File: config.mk
export PLATFORM = sky130hd
export DESIGN_NAME = sdq_dir_stage
export DESIGN_NICKNAME = d
export VERILOG_FILES = /design/src/rtl/sdq_pkg.sv /design/src/rtl/sdq_dir_stage.sv
export SDC_FILE = /design/constraint.sdc
export NUM_CORES = 1
export LEC_CHECK = 0
export ABC_AREA = 0
export BUFFER_PORTS_ARGS = -buffer_cell sky130_fd_sc_hd__buf_4
export CAP_MARGIN = 30
export CORE_MARGIN = 5
export CORE_UTILIZATION = 50
export DETAILED_ROUTE_END_ITERATION = 8
export PLACE_DENSITY = 0.71
export SKIP_LAST_GASP = 1
export SYNTH_ARGS = -nofsm -noshare
export SYNTH_HDL_FRONTEND = slang
export SYNTH_SLANG_ARGS = --single-unit
File: constraint.sdc
create_clock -name clk -period 1.49 [get_ports clk]
set_input_delay 0.447 -clock clk [delete_from_list [all_inputs] [get_ports clk]]
set_output_delay 0.447 -clock clk [all_outputs]
set_load 0.01 [all_outputs]
File: src/rtl/sdq_pkg.sv
package sdq_pkg;

    // Configuration port
    localparam int CFG_ADDR_W = 1;
    localparam int CFG_DATA_W = 12;

    localparam logic [CFG_ADDR_W-1:0] REG_MIN_MOVEMENT    = 1'b0;
    localparam logic [CFG_ADDR_W-1:0] REG_ALLOW_DIAGONALS = 1'b1;

    // Squared travel threshold, kept instead of the raw distance
    localparam int              MIN_MOVE_W = 12;
    localparam int              LIM_W      = 2 * MIN_MOVE_W;
    localparam logic [LIM_W-1:0] LIM_RESET = 24'd100;

    // Direction codes
    localparam int DIR_W     = 3;
    localparam int NUM_DIRS  = 8;
    localparam int NUM_AXIS  = 4;
    localparam int OUT_TDATA_W = 8;

    typedef logic [DIR_W-1:0] dir_t;

    localparam dir_t DIR_DOWN      = 3'd0;
    localparam dir_t DIR_UP        = 3'd1;
    localparam dir_t DIR_RIGHT     = 3'd2;
    localparam dir_t DIR_LEFT      = 3'd3;
    localparam dir_t DIR_DOWNRIGHT = 3'd4;
    localparam dir_t DIR_DOWNLEFT  = 3'd5;
    localparam dir_t DIR_UPLEFT    = 3'd6;
    localparam dir_t DIR_UPRIGHT   = 3'd7;

endpackage

File: src/rtl/sdq_dir_stage.sv
module sdq_dir_stage
    import sdq_pkg::*;
#(
    parameter int COORD_BITS = 16
)
(
    input  logic                       clk,
    input  logic                       rst_n,
    input  logic                       in_valid,
    output logic                       in_ready,
    input  logic signed [COORD_BITS:0] dx,
    input  logic signed [COORD_BITS:0] dy,
    input  logic                       allow_diag,
    output logic                       out_valid,
    input  logic                       out_ready,
    output dir_t                       direction
);

    // Scores scaled by 1/5: axis 3*d, diagonal 2*(d1+d2); order and ties unchanged
    localparam int SCORE_W = COORD_BITS + 4;

    logic signed [SCORE_W-1:0] dxe;
    logic signed [SCORE_W-1:0] dye;
    logic signed [SCORE_W-1:0] ax_x;
    logic signed [SCORE_W-1:0] ax_y;
    logic signed [SCORE_W-1:0] dg_sum;
    logic signed [SCORE_W-1:0] dg_diff;
    logic signed [SCORE_W-1:0] score [NUM_DIRS];
    logic signed [SCORE_W-1:0] best;
    logic                      found;
    dir_t                      best_dir;

    logic                      go;
    logic                      emit;
    logic                      out_valid_reg;
    dir_t                      dir_reg;
    logic                      prev_valid_reg;
    dir_t                      prev_dir_reg;

    assign dxe     = SCORE_W'(dx);
    assign dye     = SCORE_W'(dy);
    assign ax_x    = (dxe <<< 1) + dxe;
    assign ax_y    = (dye <<< 1) + dye;
    assign dg_sum  = (dxe + dye) <<< 1;
    assign dg_diff = (dxe - dye) <<< 1;

    // Score every direction against the displacement
    always_comb
    begin
        score[DIR_DOWN]      = ax_y;
        score[DIR_UP]        = -ax_y;
        score[DIR_RIGHT]     = ax_x;
        score[DIR_LEFT]      = -ax_x;
        score[DIR_DOWNRIGHT] = dg_sum;
        score[DIR_DOWNLEFT]  = -dg_diff;
        score[DIR_UPLEFT]    = -dg_sum;
        score[DIR_UPRIGHT]   = dg_diff;
    end

    // Strict maximum over positive scores; first direction keeps a tie
    always_comb
    begin
        best     = '0;
        found    = 1'b0;
        best_dir = DIR_DOWN;
        for (int i = 0; i < NUM_DIRS; i++)
        begin
            if ((i < NUM_AXIS || allow_diag) && score[i] > best)
            begin
                best     = score[i];
                found    = 1'b1;
                best_dir = dir_t'(i);
            end
        end
    end

    assign in_ready = !out_valid_reg || out_ready;
    assign go       = in_valid && in_ready;
    assign emit     = found && (!prev_valid_reg || best_dir != prev_dir_reg);

    // Control: output word valid and last direction
    always_ff @(posedge clk or negedge rst_n)
    begin
        if (!rst_n)
        begin
            out_valid_reg  <= 1'b0;
            prev_valid_reg <= 1'b0;
            prev_dir_reg   <= DIR_DOWN;
        end
        else
        begin
            if (go && emit)
            begin
                out_valid_reg <= 1'b1;
            end
            else if (out_ready)
            begin
                out_valid_reg <= 1'b0;
            end
            if (go && found)
            begin
                prev_valid_reg <= 1'b1;
                prev_dir_reg   <= best_dir;
            end
        end
    end

    // Payload: hold the emitted direction
    always_ff @(posedge clk)
    begin
        if (go && emit)
        begin
            dir_reg <= best_dir;
        end
    end

    assign out_valid = out_valid_reg;
    assign direction = dir_reg;

endmodule

==> flow_metrics.py <==
metrics = {
    "run_status": {
        "outcome": "complete, but fails checks",
        "violations": "setup timing",
    },
    "yosys": {
        "synth_xor_area_frac": 0.114,
        "synth_edf_count": 3,
        "synth_seq_area_share": 0.0222,
        "yosys.area_share.simple": 0.229,
        "ys_ff_latch": 8,
        "synth_compound_area_frac": 0.298,
        "syn_area_um2": 9710,
        "synth.area.top_cells": "ha_1 (25%), xnor2_1 (7.7%), a21oi_1 (7.3%), nand2_1 (4.4%), nor2_1 (4.3%)",
        "synth.largest_area_cell": "ha_1",
        "async_flop_share": 0.625,
        "yosys.area.top_type_share": 0.251,
        "synthAdderAreaFrac": 0.260,
        "synth.distinct_cells": 96,
        "ys_warn_count": 0,
        "synthMuxAreaShare": 0.0254,
        "syn_inst": 1362,
        "synth_top_family_by_area": "compound AO/OA/AOI/OAI gates",
        "syn_avg_cell_area_um2": 7.13,
        "synth_ff_type": "dfrtp_1",
    },
    "sta": {
        "finClkSkew_ns": 0.00388,
        "tightest_slew_ns": 0.781,
        "hold_viol": 0,
        "drv_slew": 0,
        "fin_ws_ns": -18.49,
        "slew_headroom": 0.474,
        "hold_slack_ns": 0.00970,
        "max_freq_mhz": 50.0,
        "period_needed_ns": 19.98,
        "rsz0062_at_grt": "yes",
        "fin_setup_tns_ns": -201.87,
        "setup_viol_count_final": 11,
        "timing.final.crit_share": 13.4,
    },
    "power": {
        "pwr-share-seq": 0.018,
        "switching_share": 0.494,
        "leakage_uw": 0.00803,
        "peakVddDrop_uv": 684,
        "p_int_uw": 11000,
        "pwr-share-comb": 0.960,
        "p_clk_frac": 0.021,
        "power_density_nw_per_um2": 1320,
        "power.switching_uw": 10800,
    },
    "cells_and_area": {
        "fin_cells": 2296,
        "register_area_um2": 215,
        "layout-drive-gt1-share": 0.451,
        "multiInputGateArea_um2": 10100,
        "layout_common_cells": "buf_4 (671), ha_1 (173), a21oi_1 (105)",
        "utilization": 0.857,
        "finalNetCount": 2269,
        "layout_commonest_cell": "buf_4",
        "n_fill_cell": 1022,
        "syn2layout_area_growth_pct": 70.3,
    },
    "placed_design": {
        "dp.cells": 2207,
        "dp_hpwl_um": 31500,
        "place.gp.congestion": 0.978,
        "io_buffers": 43,
    },
    "detailed_routing": {
        "drt_iter0_drc": 1617,
        "num_vias": 14700,
        "post_drt_wl_per_cell_um": 22.0,
        "totalWireLength_um": 50400,
        "viasPerCell": 6.39,
        "firstDrtPassIters": 6,
        "ant_nets": 0,
        "post-route-drc-count": 0,
    },
    "clocking": {
        "htreeDepth": 1,
        "path_clk_slew_ns": 0.04,
        "clkLatencyLatePin_ns": 0.23,
        "cts_tree": "built",
        "numClockSinks": 8,
        "root_buffer": "clkbuf_16",
        "cts_buffers": 3,
        "cts_hold_buf": 0,
        "cts_buffer_depth": 2,
    },
    "grt": {
        "grt_max_degree": 20,
        "grt_pass1_vias": 13700,
        "grt-ovfl-total": 0,
        "gr-usage-all-layers": 0.353,
        "grt_pass1_wl_um": 65000,
        "antenna_found_initial": 1,
    },
    "floorplanning": {
        "die_w_um": 149,
        "core.rowCount": 51,
        "coreArea_um2": 19300,
        "start_util": 0.504,
        "die_h_um": 149,
        "dieArea_um2": 22300,
        "ios": 44,
    },
    "setup_path": {
        "path_delay_family": "compound AO/OA/AOI/OAI gates",
        "critPathCaptureType": "flop",
        "cp_max_fo": 8,
        "start_kind": "primary input",
        "critical_path_class": "primary input to flop",
        "crit_required_ns": 1.42,
        "slowest_stage": "or4b_4",
        "slowest_delay_ns": 0.52,
        "critPathBufInv": 15,
        "r2r_cells": 4,
        "crit_arrival_ns": 19.91,
        "cp.depth": 114,
    },
    "run": {
        "maxCapViolCount": 0,
    },
    "min_path": {
        "min_path_type": "primary input to async pin",
    },
}
-- worst paths after layout --
kind | startpoint | end | slack [ns]
max in group asynchronous | rst_n | prev_valid_reg | 1.37
worst max register to register | out_valid | direction[0] | 0.08
worst min-delay path | rst_n | prev_dir_reg[1] | 0.01
min in group clk | prev_valid_reg | prev_valid_reg | 0.51
worst max-delay path | dy[3] | direction[0] | -18.49
worst min register to register | prev_valid_reg | prev_valid_reg | 0.51
-- logic make-up (layout without fill, tap and decap cells) --
family                   count (synthesis)  in the layout
buffers and inverters                  129            795
adder cells (fa/ha/maj)                199            199
flip-flops                               8              8
AND/OR/NAND/NOR                        438            439
other                                    1              3
XOR/XNOR                               126            126
AO/OA/AOI/OAI                          439            439
multiplexers                            22             22
-- repair_timing --
item / 4_1_cts / 5_1_grt
setup buffers: 52 / 29
resized for setup: 75 / 129
endpoints found under the setup margin: 11 / 11
cloned: 6 / 3
pin swaps: 40 / 74
-- metal layers --
| metal | vias up | global-route usage | part of all wire |
|---|---|---|---|
| met5 | - | 0 | 0 |
| met4 | 0 | 0.216 | 0.11 |
| met3 | 544 | 0.0270 | 0.094 |
| met2 | 1118 | 0.642 | 0.46 |
| met1 | 6662 | 0.399 | 0.34 |
| li1 | 6342 | - | - |
-- power groups by stage --
stage	registers, µW	logic (µW)	clock network (µW)
2_1_floorplan	407	8660	0
3_3_place_gp	384	15200	0
3_5_place_dp	390	15700	0
4_1_cts	391	17600	465
5_1_grt	398	22100	496
6_report	394	20900	468
-- final cells by class --
type	count	share of cell area
inverters	94	0.0215
multi-input cells	1227	0.610
well taps	265	0.0201
diodes	1	0.000151
repair buffers	697	0.331
flip-flops and latches	8	0.0130
clock buffers	4	0.00477
-- synthesized netlist by cell type (all sizes together) (12+ instances only) --
| cell type | n |
|---|---|
| a211oi | 17 |
| a21boi | 13 |
| a21o | 39 |
| a21oi | 142 |
| a31oi | 18 |
| clkbuf | 28 |
| ha | 195 |
| inv | 94 |
| mux2i | 13 |
| nand2 | 114 |
| nand2b | 24 |
| nand3 | 25 |
| nand4 | 23 |
| nor2 | 112 |
| nor2b | 22 |
| nor3 | 26 |
| nor4 | 14 |
| o211ai | 15 |
| o21a | 12 |
| o21ai | 91 |
| o21bai | 37 |
| or2 | 13 |
| or3 | 15 |
| xnor2 | 85 |
| xor2 | 41 |
-- through the flow --
step | total power (µW) | setup slack [ns] | cell area [µm²]
4_1_cts | 18400 | -16.89 | 15700
6_report | 21800 | -18.49 | 16500
3_3_place_gp | 15600 | -17.04 | 14800
3_5_place_dp | 16100 | -17.86 | 14800
5_1_grt | 23000 | -19.13 | 16500
2_1_floorplan | 9070 | -16.19 | 10100
Note: power is estimated with default switching activity, not from simulation.
